==> src/rtl/framebuffer_line_rect_drawer_unit_assert.svh <==
// Assertion helpers shared by the drawer modules.
// Each macro expects signals named clock and reset in the module that uses it.
`ifndef FRAMEBUFFER_LINE_RECT_DRAWER_UNIT_ASSERT_SVH
`define FRAMEBUFFER_LINE_RECT_DRAWER_UNIT_ASSERT_SVH

// Same-cycle implication.
`define FRLD_ASSERT_IMP(label, ante, cons, msg) \
   label: assert property (@(posedge clock) disable iff (reset) (ante) |-> (cons)) \
      else $error(msg);

// Next-cycle implication.
`define FRLD_ASSERT_NXT(label, ante, cons, msg) \
   label: assert property (@(posedge clock) disable iff (reset) (ante) |=> (cons)) \
      else $error(msg);

`endif

==> src/rtl/frld_pkg.sv <==
package frld_pkg;

   // Panel geometry and store size.
   localparam int PANEL_WIDTH = 128;
   localparam int MAX_HEIGHT  = 64;
   localparam int PAGE_ROWS   = 8;
   localparam int STORE_DEPTH = PANEL_WIDTH * ((MAX_HEIGHT + PAGE_ROWS - 1) / PAGE_ROWS);
   localparam int ADDR_W      = $clog2(STORE_DEPTH);

   // Field widths of the channels.
   localparam int REQ_W       = 3;
   localparam int COORD_IN_W  = 8;
   localparam int BYTE_ADDR_W = 10;
   localparam int DATA_W      = 8;

   // Internal coordinate widths: rectangle ends reach twice the input range.
   localparam int CRD_W = COORD_IN_W + 1;
   localparam int ROT_W = CRD_W + 2;
   localparam int ERR_W = CRD_W + 3;

   // Configuration port.
   localparam int CSR_IDX_W  = 1;
   localparam int CSR_DATA_W = 7;
   localparam int HGT_W      = 7;
   localparam int ROTN_W     = 2;

   localparam logic [CSR_IDX_W-1:0] CSR_ROTATION     = 1'd0;
   localparam logic [CSR_IDX_W-1:0] CSR_PANEL_HEIGHT = 1'd1;

   localparam logic [HGT_W-1:0] PANEL_HEIGHT_RESET = 7'd64;

   // Request codes.
   localparam logic [REQ_W-1:0] REQ_PIXEL = 3'd0;
   localparam logic [REQ_W-1:0] REQ_LINE  = 3'd1;
   localparam logic [REQ_W-1:0] REQ_RECT  = 3'd2;
   localparam logic [REQ_W-1:0] REQ_FILL  = 3'd3;
   localparam logic [REQ_W-1:0] REQ_READ  = 3'd4;

   // Rotation codes in quarter turns.
   localparam logic [ROTN_W-1:0] ROT_0   = 2'd0;
   localparam logic [ROTN_W-1:0] ROT_90  = 2'd1;
   localparam logic [ROTN_W-1:0] ROT_180 = 2'd2;
   localparam logic [ROTN_W-1:0] ROT_270 = 2'd3;

   // Commands from the controller to the datapath.
   typedef struct packed {
      logic load_item;
      logic row_setup;
      logic line_step;
      logic pixel_emit;
      logic clear_step;
      logic fill_step;
      logic read_issue;
      logic rsp_load;
   } frld_cmd_type;

   // Status from the datapath to the controller.
   typedef struct packed {
      logic line_done;
      logic rows_done;
      logic clear_last;
      logic fill_last;
      logic fill_empty;
   } frld_sts_type;

endpackage

==> src/rtl/frld_ctrl.sv <==
`include "framebuffer_line_rect_drawer_unit_assert.svh"

module frld_ctrl (
   input  logic                      clock,
   input  logic                      reset,
   input  logic                      req_valid,
   input  logic [frld_pkg::REQ_W-1:0] req_type,
   output logic                      req_ready,
   output logic                      rsp_valid,
   input  logic                      rsp_ready,
   output frld_pkg::frld_cmd_type    cmd,
   input  frld_pkg::frld_sts_type    sts
);
   import frld_pkg::*;

   typedef enum logic [2:0] {
      ST_CLEAR,
      ST_IDLE,
      ST_PIXEL,
      ST_LINE,
      ST_ROW,
      ST_FILL,
      ST_READ,
      ST_FINISH
   } state_type;

   state_type state_ff, state_in;
   logic      rect_ff, rect_in;
   logic      rsp_valid_ff, rsp_valid_in;
   logic      out_free;

   // Next state and command decode.
   always_comb begin
      out_free     = !rsp_valid_ff || rsp_ready;
      cmd          = '0;
      state_in     = state_ff;
      rect_in      = rect_ff;
      rsp_valid_in = rsp_valid_ff && !rsp_ready;
      case (state_ff)
         ST_CLEAR: begin
            cmd.clear_step = 1'b1;
            if (sts.clear_last) begin
               state_in = ST_IDLE;
            end
         end
         ST_IDLE: begin
            if (req_valid) begin
               cmd.load_item = 1'b1;
               rect_in       = (req_type == REQ_RECT);
               case (req_type)
                  REQ_PIXEL: state_in = ST_PIXEL;
                  REQ_LINE:  state_in = ST_LINE;
                  REQ_RECT:  state_in = ST_ROW;
                  REQ_FILL:  state_in = ST_FILL;
                  REQ_READ:  state_in = ST_READ;
                  default:   state_in = ST_FINISH;
               endcase
            end
         end
         ST_PIXEL: begin
            cmd.pixel_emit = 1'b1;
            state_in       = ST_FINISH;
         end
         ST_LINE: begin
            if (sts.line_done) begin
               state_in = rect_ff ? ST_ROW : ST_FINISH;
            end else begin
               cmd.line_step = 1'b1;
            end
         end
         ST_ROW: begin
            if (sts.rows_done) begin
               state_in = ST_FINISH;
            end else begin
               cmd.row_setup = 1'b1;
               state_in      = ST_LINE;
            end
         end
         ST_FILL: begin
            if (sts.fill_empty) begin
               state_in = ST_FINISH;
            end else begin
               cmd.fill_step = 1'b1;
               if (sts.fill_last) begin
                  state_in = ST_FINISH;
               end
            end
         end
         ST_READ: begin
            cmd.read_issue = 1'b1;
            state_in       = ST_FINISH;
         end
         ST_FINISH: begin
            if (out_free) begin
               cmd.rsp_load = 1'b1;
               rsp_valid_in = 1'b1;
               state_in     = ST_IDLE;
            end
         end
         default: state_in = ST_IDLE;
      endcase
   end

   // State and registered outputs.
   always_ff @(posedge clock) begin
      if (reset) begin
         state_ff     <= ST_CLEAR;
         rect_ff      <= 1'b0;
         rsp_valid_ff <= 1'b0;
      end else begin
         state_ff     <= state_in;
         rect_ff      <= rect_in;
         rsp_valid_ff <= rsp_valid_in;
      end
   end

   assign req_ready = (state_ff == ST_IDLE);
   assign rsp_valid = rsp_valid_ff;

   `FRLD_ASSERT_IMP(a_rsp_no_overwrite, cmd.rsp_load, !rsp_valid_ff || rsp_ready, "result overwritten")
   `FRLD_ASSERT_NXT(a_accept_leaves_idle, req_valid && req_ready, state_ff != ST_IDLE, "stayed idle after accept")
   `FRLD_ASSERT_IMP(a_no_rsp_in_clear, state_ff == ST_CLEAR, !rsp_valid_ff, "result during clearing pass")

endmodule

==> config.mk <==
export PLATFORM = sky130hd
export DESIGN_NAME = frld_ctrl
export DESIGN_NICKNAME = d
export VERILOG_FILES = /design/src/rtl/frld_pkg.sv /design/src/rtl/frld_ctrl.sv
export VERILOG_INCLUDE_DIRS = /design/src /design/src/rtl
export SDC_FILE = /design/constraint.sdc
export NUM_CORES = 1
export LEC_CHECK = 0
export CORE_AREA = 2 2 39 41
export DETAILED_ROUTE_END_ITERATION = 12
export DIE_AREA = 0 0 41 43
export DONT_BUFFER_PORTS = 1
export PLACE_DENSITY_LB_ADDON = 0.08
export SETUP_SLACK_MARGIN = 0.1
export SKIP_CTS_REPAIR_TIMING = 1
export SYNTH_ARGS = -nofsm -noshare
export SYNTH_HDL_FRONTEND = slang
export SYNTH_SLANG_ARGS = --single-unit
export TNS_END_PERCENT = 10
==> constraint.sdc <==
create_clock -name clock -period 1.4 [get_ports clock]
set_input_delay 0.14 -clock clock [delete_from_list [all_inputs] [get_ports clock]]
set_output_delay 0.14 -clock clock [all_outputs]
set_load 0.01 [all_outputs]
[Yosys cells after proc, flatten, opt, wreduce, memory -nomap -nowiden]
Index checks and enable logic that the tools add are counted.
W data, S select, Z words.
Cells by class
  eq/ne operators: 16
  reduce and logical (&&, ||, !) cells: 9
  mux-type cells: 25
Operators with widths (number)
  $mux W3: 7
  $pmux W3 S7: 1
  $eq A3 B3 Y1 const B: 5
  $mux W1: 15
  $pmux W3 S5: 1
  $eq A3 B2 Y1 const B: 4
  $ne A2 B2 Y1 const B: 4
  $eq A3 B1 Y1 const B: 2
  $logic_not A3 Y1: 2
  $reduce_and A5 Y1: 1
  $ne A3 B3 Y1 const B: 1
  $logic_not A1 Y1: 2
  $mux W2: 1
  $reduce_and A2 Y1: 1
  $reduce_or A2 Y1: 1
  $logic_and A1 B1 Y1: 1
  $logic_or A1 B1 Y1: 1
Word-level totals
  register bits: 5
  input port bits: 12
  logic and storage cells: 53

[Logic depth before layout (Yosys ltp)]
Gate-level depths: netlist of run 1.
  word-level depth: 4
  gate-level depth with buffers: 4
  depth with buffers taken out: 3

[Worst setup path after synthesis of run 1]
OpenSTA, ideal clock, no wires.
  path kind: flip-flop to flip-flop
  start: register state_ff[0]
  end: register state_ff[0]
  buffers on the path: 1
  stages on the path, launching flop included: 5
  clock period less this slack: 1.219 ns
  data arrival time: 1.094 ns
  setup time: 0.125 ns
  path slack: 0.181 ns
  cell sequence: dfxtp_1 -> buf_2 -> nor3_1 -> a21oi_1 -> o41a_1
Between the ends
  longest elaborated chain between the ends: 3
  elaborated cells on any way between the ends: 16
  those cells by class: eq/ne (12); mux (1); reduce/logical (3)
Ends and longest elaborated chain
  start, declared: line frld_ctrl.sv:27  | state_type state_ff, state_in;
  start signal, assigned: line frld_ctrl.sv:111  | state_ff <= state_in;
  $eq A3 B3 Y1, or another cell as far along: line frld_ctrl.sv:39  | case (state_ff)
  $reduce_or A2 Y1 (no source line), or another cell as far along
  $pmux W3 S7 or $reduce_and A5 Y1 (tied branches)
Several ways; a longest one is shown, not always the timed one.
A chain may end at the register's enable or synchronous reset.

==> impl_metrics.py, run 1 <==
metrics = {
    "synth": {
        "syn_area_per_cell_sq_um": 8.58,
        "yosysTopAreaCellShare_pct": 23.8,
        "synth_xor_area_share_pct": 0,
        "synth_top_flop_cell": "dfxtp_1",
        "synth_mux_area_share_pct": 5.95,
        "syn_nets": 61,
        "synth.top_cells.by_count": "dfxtp_1 (5), a21oi_1 (4), buf_2 (3), nor3b_1 (3)",
        "synth_compound_area_share_pct": 28.3,
        "ys_top_cells_by_area": "dfxtp_1 (24%), nor3b_1 (5.4%), a21oi_1 (4.8%), o41ai_1 (4.2%), o32ai_2 (3.9%)",
        "synth_cell_types": 31,
        "synthArstFlopShare_pct": 0,
        "syn_area_sq_um": 420,
        "yosysWarnings": 0,
        "synth_top_cell_by_area": "dfxtp_1",
        "synthAdderAreaFrac_pct": 0,
        "ys_ff_latch": 5,
        "yosys.area_share.simple_pct": 35.7,
        "yosys.cell_count.top_type": "dfxtp_1",
        "synth_top_family_by_area": "simple AND/OR/NAND/NOR gates",
        "syn_inst": 49,
        "ys_seq_area_share_pct": 23.8,
        "synth-edff-count": 0,
    },
    "floorplan": {
        "die_x_um": 41,
        "die_y_um": 43,
        "die_area_sq_um": 1760,
        "num_io_pins": 22,
        "start_util_pct": 30.4,
        "core_sq_um": 1380,
        "fp-row-count": 14,
    },
    "place": {
        "placed_area_sq_um": 485,
        "io_buffers": 0,
        "gp_congestion": 0.740,
        "place_inst": 70,
        "dp_hpwl_um": 834,
    },
    "flow_run": {
        "maxCapViolCount": 0,
    },
    "clock_tree": {
        "cts_max_level": 1,
        "cts.sinks": 5,
        "clock_path_buffers": 2,
        "clkTransAtPathRegs_ns": 0.04,
        "cts_tree": "done",
        "clock_latency_ns": 0.24,
        "ctsRootBufferMaster": "clkbuf_4",
        "numCtsBuffers": 3,
    },
    "global_route": {
        "grt_pass1_vias": 393,
        "grt_overflow": 0,
        "grtUsageTotal_pct": 14.1,
        "grt_max_degree": 11,
        "grt_antenna_before_repair": 0,
        "grt_pass1_wl_um": 1700,
    },
    "drt": {
        "initialDrtViolationCount": 3,
        "wire_per_inst_um": 14.2,
        "drc": 0,
        "firstDrtPassIters": 4,
        "wirelength_um": 1080,
        "vias_per_cell": 5.51,
        "vias": 419,
        "postRouteAntennaNets": 0,
    },
    "worst_setup_path": {
        "path_class": "flip-flop to output pin",
        "required_ns": 1.26,
        "cp_max_fo": 8,
        "cp_cell_sequence": "buf_4 -> nor4b_4 -> buf_4",
        "arrival_ns": 1.16,
        "cpMostUsedCell": "buf_4",
        "end_kind": "output pin",
        "critPathSlowestCell": "dfxtp_1",
        "crit_path_start_kind": "flip-flop",
        "slowest_delay_ns": 0.33,
    },
    "timing": {
        "rsz0062_at_grt": "true",
        "period_share_pct": 92.7,
        "fmax_mhz": 770,
        "maxSlewHeadroom_pct": 78.1,
        "fin_tns_setup_ns": 0,
        "finalMaxSlewViolations": 0,
        "tightest_slew_ns": 0.329,
        "hold_violations": 0,
        "min_period_ns": 1.30,
        "finClkSkew_ns": 0.0000646,
        "fin_hold_ws_ns": 0.0187,
        "finalSetupViolations": 0,
    },
    "cells_and_area": {
        "drive_gt1_share_pct": 38.3,
        "final_cells": 76,
        "antennaDiodeCount": 0,
        "area_delta_synth_final_pct": 34.8,
        "postLayoutCellArea_sq_um": 567,
        "nets": 73,
    },
    "outcome": {
        "status": "finished, final reports clean",
    },
    "pwr": {
        "vdd_drop_max_v": 0.000714,
        "power_uw": 921,
        "p_leak_nw": 0.213,
        "cellPowerDensity_nw_per_um2": 1620,
    },
    "hold_path": {
        "hold_class": "input port to flip-flop",
    },
}
-- area by class of cell --
class                      count  area, sq um
tap                           16         20.0
fill                         145          817
inverter                       3         11.3
multi-input combinational     38          327
sequential                     5          105
clock buffer                   4         26.3
timing repair buffer          10         77.6
-- metrics by stage --
step,utilization (%),setup WS (ns)
after detailed placement,35.1,0.0515
after CTS,37.0,-0.111
after global placement,35.1,0.101
final,41.0,0.102
after global routing,41.0,0.0303
after floorplan,-,0.181
-- where the power goes --
part / internal [mW] / switching (mW) / total [mW] / leakage, nW
combinational: 0.268 / 0.241 / 0.509 / 0.156
clock: 0.108 / 0.0581 / 0.166 / 0.0150
sequential: 0.187 / 0.0593 / 0.246 / 0.0419
total: 0.563 / 0.358 / 0.921 / 0.213
-- logic make-up (layout without fill, tap and decap cells) --
kind of cell	count (synthesis)	in the layout
muxes	2	2
DFF	5	5
and+or+nand+nor	22	22
AOI/OAI and AO/OA	14	14
buffers and inverters	6	17
-- registers in the layout, summed over array words and instances (netlist names) --
register,count
rect_ff,1
rsp_valid,1
state_ff,3
-- final timing paths --
kind | slack [ns] | startpoint | depth (start not counted) | endpoint
hold reg to reg | 0.53 | rect_ff | 2 | rect_ff
hold / removal | 0.02 | reset | 1 | state_ff[1]
setup / recovery | 0.10 | state_ff[1] | 3 | cmd[6]
setup reg to reg | 0.14 | state_ff[0] | 3 | state_ff[0]
-- worst max-delay path: cells and delay by family, from the launching register on --
family                 cells  cell delay [ns]
DFF                        1             0.33
buffers and inverters      2             0.33
and+or+nand+nor            1             0.26
-- metal layers --
metal  share of wire (%)  up-vias  global-route usage (%)
li1                    -      214                       -
met1                  44      195                    19.0
met2                  50       10                    18.8
met3                 5.1        0                    3.14
met4                   0        0                    10.0
met5                   0        -                       0
-- placed cells by master (no fill, tap or decap), types with 2 or more instances in the layout --
cell,count
nand2b_1,2
clkbuf_4,3
inv_1,2
buf_4,9
o41ai_1,2
nand2_1,2
dfxtp_1,3
nor3b_2,2
nor2_1,2
a21oi_1,4
Power figures use the tool's default switching activity.
==> run 2, diff against run 1 <==
==> constraint.sdc (replaced) <==
create_clock -name clock -period 1.4 [get_ports clock]
set_input_delay 0.07 -clock clock [delete_from_list [all_inputs] [get_ports clock]]
set_output_delay 0.07 -clock clock [all_outputs]
set_load 0.01 [all_outputs]
==> impl_metrics.py, run 2 (synthesis gave the netlist of run 1 again) <==
metrics = {
    "timing": {
        "fmax_mhz": 801,
        "finalSetupViolations": 0,
        "finalMaxSlewViolations": 0,
        "maxSlewHeadroom_pct": 78.7,
        "rsz0062_at_grt": "true",
        "hold_violations": 0,
        "period_share_pct": 89.2,
        "setup_ws_ns": 0.151,
        "min_period_ns": 1.25,
        "finClkSkew_ns": 0.00237,
        "tightest_slew_ns": 0.320,
    },
    "pwr": {
        "vdd_drop_max_v": 0.000787,
        "p_leak_nw": 0.206,
        "cellPowerDensity_nw_per_um2": 1630,
        "power_uw": 909,
    },
    "floorplan": {
        "core_sq_um": 1380,
        "fp-row-count": 14,
        "num_io_pins": 22,
        "start_util_pct": 30.4,
        "die_x_um": 41,
        "die_area_sq_um": 1760,
        "die_y_um": 43,
    },
    "cells_and_area": {
        "multi_input_area_sq_um": 324,
        "area_delta_synth_final_pct": 32.4,
        "utilization_pct": 40.2,
        "postLayoutCellArea_sq_um": 557,
        "final_cells": 75,
        "final_cell_mix": "buf_4 (8), a21oi_1 (4), clkbuf_4 (3), dfxtp_1 (3)",
        "largest_reg_flops": 3,
        "final_common_cell": "buf_4",
        "seq_area_sq_um": 105,
        "drive_gt1_share_pct": 35.6,
        "nets": 72,
        "final.fill_count": 152,
        "top_register": "state_ff",
        "antennaDiodeCount": 0,
    },
    "global_route": {
        "grtUsageTotal_pct": 14.6,
        "grt_pass1_wl_um": 1750,
        "grt_overflow": 0,
        "grt_pass1_vias": 429,
        "grt_antenna_before_repair": 0,
        "grt_max_degree": 12,
    },
    "worst_setup_path": {
        "arrival_ns": 1.42,
        "crit_path_start_kind": "flip-flop",
        "end_kind": "flip-flop",
        "slowest_delay_ns": 0.37,
        "path_class": "flip-flop to flip-flop",
        "cpLargestDelayFamily": "compound AO/OA/AOI/OAI gates",
        "cp_cell_sequence": "mux2_4 -> o32ai_2 -> o41a_1",
        "required_ns": 1.57,
        "cp_max_fo": 6,
        "path_buf_inv": 0,
        "r2r_setup_slack_ns": 0.15,
        "critPathSlowestCell": "dfxtp_2",
    },
    "drt": {
        "drc": 0,
        "vias": 439,
        "firstDrtPassIters": 3,
        "wire_per_inst_um": 15.2,
        "vias_per_cell": 5.85,
        "wirelength_um": 1140,
        "postRouteAntennaNets": 0,
        "initialDrtViolationCount": 6,
    },
    "clock_tree": {
        "cts.sinks": 5,
        "clock_latency_ns": 0.23,
        "clkTransAtPathRegs_ns": 0.04,
        "clock_path_buffers": 2,
        "ctsRootBufferMaster": "clkbuf_4",
        "cts_tree": "done",
        "cts_max_level": 1,
        "numCtsBuffers": 3,
    },
    "place": {
        "dp_slack_ns": 0.0442,
        "io_buffers": 0,
        "gp_congestion": 0.747,
        "placed_area_sq_um": 485,
        "dp_hpwl_um": 858,
        "place_inst": 70,
    },
    "outcome": {
        "status": "finished, final reports clean",
    },
    "hold_path": {
        "hold_class": "input port to flip-flop",
    },
    "flow_run": {
        "maxCapViolCount": 0,
    },
}
[run 2: cell types whose count changed in the layout (fill, tap and decap cells not counted)]
| cell | delta |
|---|---|
| nor2b_2 | -1 |
| buf_4 | -1 |
| nor2b_1 | +1 |
[run 2: layout make-up]
type                    instances  area share, %
repair buffers                  9           12.6
well taps                      16           3.60
flip-flops and latches          5           18.9
inverters                       3           2.02
clock buffers                   4           4.72
multi-input cells              38           58.2
[run 2: stage by stage]
step / TNS, ns / hold WS, ns
floorplan: 0 / 0.139
global placement: 0 / 0.141
detailed placement: 0 / 0.145
CTS: -0.0675 / -0.108
global route: 0 / 0.0193
finish: 0 / 0.0249
[run 2: power breakdown]
part           total, mW  switching, mW  internal (mW)
clock network      0.158         0.0511          0.107
logic              0.504          0.244          0.260
registers          0.246         0.0596          0.187
[run 2: per-layer routing]
| metal | up-vias | track usage (%) | share of wire (%) |
|---|---|---|---|
| met5 | - | 0 | 0 |
| met4 | 0 | 10.0 | 0 |
| met3 | 0 | 4.71 | 4.2 |
| met2 | 6 | 21.3 | 52 |
| met1 | 220 | 17.0 | 43 |
| li1 | 213 | - | - |
[run 2: worst paths after layout]
path	cells after the start	endpoint	from
worst min-delay path	2	state_ff[2]	reset
worst max register to register	3	state_ff[0]	state_ff[0]
worst min register to register	2	rect_ff	rect_ff
worst max-delay path	3	state_ff[0]	state_ff[0]
==> run 3, diff against run 2 <==
- ABC_AREA: default -> 1
- SKIP_LAST_GASP: default -> 1
==> impl_metrics.py, run 3 <==
metrics = {
    "synth": {
        "syn_nets": 87,
        "synth.top_cells.by_count": "nand2_1 (18), nor2_1 (16), inv_1 (11), dfxtp_1 (5), nor2_2 (5)",
        "ys_top_cells_by_area": "dfxtp_1 (24%), nand2_1 (16%), nor2_1 (14%), inv_1 (9.9%), nor2_2 (7.5%)",
        "yosys.cell_count.top_type": "nand2_1",
        "synth-edff-count": 0,
        "syn_area_sq_um": 418,
        "ys_ff_latch": 5,
        "synthArstFlopShare_pct": 0,
        "ys_seq_area_share_pct": 24.0,
        "syn_area_per_cell_sq_um": 5.57,
        "yosysTopAreaCellShare_pct": 24.0,
        "synth_top_flop_cell": "dfxtp_1",
        "synth_top_cell_by_area": "dfxtp_1",
        "yosysWarnings": 0,
        "synth_cell_types": 16,
        "syn_inst": 75,
    },
    "floorplan": {
        "num_io_pins": 22,
        "die_area_sq_um": 1760,
        "fp-row-count": 14,
        "die_x_um": 41,
        "die_y_um": 43,
        "core_sq_um": 1380,
        "start_util_pct": 30.2,
    },
    "drt": {
        "initialDrtViolationCount": 2,
        "drc": 0,
        "firstDrtPassIters": 4,
        "postRouteAntennaNets": 0,
        "vias": 454,
        "vias_per_cell": 4.59,
        "wire_per_inst_um": 9.80,
        "wirelength_um": 970,
    },
    "clock_tree": {
        "cts.sinks": 5,
        "ctsRootBufferMaster": "clkbuf_4",
        "clock_latency_ns": 0.24,
        "numCtsBuffers": 3,
        "clock_path_buffers": 2,
        "cts_tree": "done",
        "clkTransAtPathRegs_ns": 0.05,
        "cts_max_level": 1,
    },
    "global_route": {
        "grt_pass1_vias": 401,
        "grt_antenna_before_repair": 0,
        "grt_pass1_wl_um": 1540,
        "grtUsageTotal_pct": 12.9,
        "grt_overflow": 0,
        "grt_max_degree": 8,
    },
    "worst_setup_path": {
        "cp_cell_sequence": "nand2_2 -> nor2_4 -> inv_2 -> nor2_2 -> buf_4",
        "path_class": "flip-flop to output pin",
        "arrival_ns": 1.22,
        "path_buf_inv": 2,
        "crit_path_start_kind": "flip-flop",
        "required_ns": 1.33,
        "critPathSlowestCell": "dfxtp_1",
        "cp_max_fo": 5,
        "end_kind": "output pin",
        "cpLargestDelayFamily": "flip-flops",
        "slowest_delay_ns": 0.41,
    },
    "timing": {
        "tightest_slew_ns": 0.394,
        "period_share_pct": 91.9,
        "hold_violations": 0,
        "finalSetupViolations": 0,
        "finalMaxSlewViolations": 0,
        "fin_tns_setup_ns": 0,
        "finClkSkew_ns": 0.00320,
        "fmax_mhz": 777,
        "fin_hold_ws_ns": 0.0301,
        "min_period_ns": 1.29,
        "rsz0062_at_grt": "true",
        "maxSlewHeadroom_pct": 73.5,
    },
    "cells_and_area": {
        "area_delta_synth_final_pct": 20.7,
        "final.fill_count": 162,
        "antennaDiodeCount": 0,
        "nets": 96,
        "top_register": "state_ff",
        "final_cell_mix": "nand2_1 (18), nor2_1 (16), inv_1 (11)",
        "drive_gt1_share_pct": 26.5,
        "largest_reg_flops": 3,
        "final_common_cell": "nand2_1",
    },
    "pwr": {
        "power_report.internal_total_uw": 492,
        "cellPowerDensity_nw_per_um2": 1870,
        "p_seq_share_pct": 28.3,
        "switchingPower_uw": 453,
        "power_uw": 945,
        "vdd_drop_max_v": 0.000619,
        "sw_frac_of_total_pct": 47.9,
        "p_leak_nw": 0.270,
        "clkPwrFrac_pct": 17.8,
        "pwr-share-comb_pct": 53.9,
    },
    "place": {
        "dp_hpwl_um": 815,
        "io_buffers": 0,
        "gp_congestion": 0.736,
    },
    "flow_run": {
        "maxCapViolCount": 0,
    },
    "hold_path": {
        "hold_class": "input port to flip-flop",
    },
    "outcome": {
        "status": "finished, final reports clean",
    },
}
## run 3: tightest hold or removal path: cells and delay by family
kind               cells  cell delay, ns
AOI/OAI and AO/OA      2            0.12
and+or+nand+nor        1            0.04
## run 3: routing by layer
layer  share of wire (%)  wire length (um)  global-route usage, %
met1                  43               415                   15.8
met2                  50               488                   20.0
met3                 6.7                65                   6.28
met4                   0                 0                   2.00
met5                   0                 0                      0
## run 3: through the flow
stage	worst slack [ns]	std cells	area [sq um]	util, %
after global placement	0.123	94	460	33.3
after global routing	0.000439	99	504	36.4
after detailed placement	0.105	94	460	33.3
final	0.113	99	504	36.4
after CTS	0.0194	98	487	35.2
after floorplan	0.177	75	418	-
## run 3: final cells by class
class / instances / area, sq um / area share [%]
clock buffer: 4 / 26.3 / 5.21
inverter: 14 / 52.6 / 10.4
multi-input combinational: 56 / 270 / 53.6
sequential: 5 / 103 / 20.3
tap: 16 / 20.0 / 3.97
timing repair buffer: 4 / 32.5 / 6.45
## run 3: power by group through the flow
stage          combinational (mW)  clock, mW  sequential [mW]
6_report                    0.509      0.169            0.267
4_1_cts                     0.511      0.178            0.258
3_5_place_dp                0.508          0            0.260
3_3_place_gp                0.522          0            0.258
2_1_floorplan               0.396          0            0.242
5_1_grt                     0.587      0.185            0.280
## run 3: cell families after synthesis
group | share of synthesized area [%]
and+or+nand+nor | 55.1
buffers and inverters | 12.6
AOI/OAI and AO/OA | 8.38
DFF | 24.0
## run 3: worst paths after layout
path	start	to	slack [ns]	cells past startpoint
max	state_ff[0]	cmd[7]	0.11	5
max reg2reg	state_ff[0]	state_ff[0]	0.19	7
min reg2reg	rect_ff	rect_ff	0.54	2
min	req_type[0]	rect_ff	0.03	3
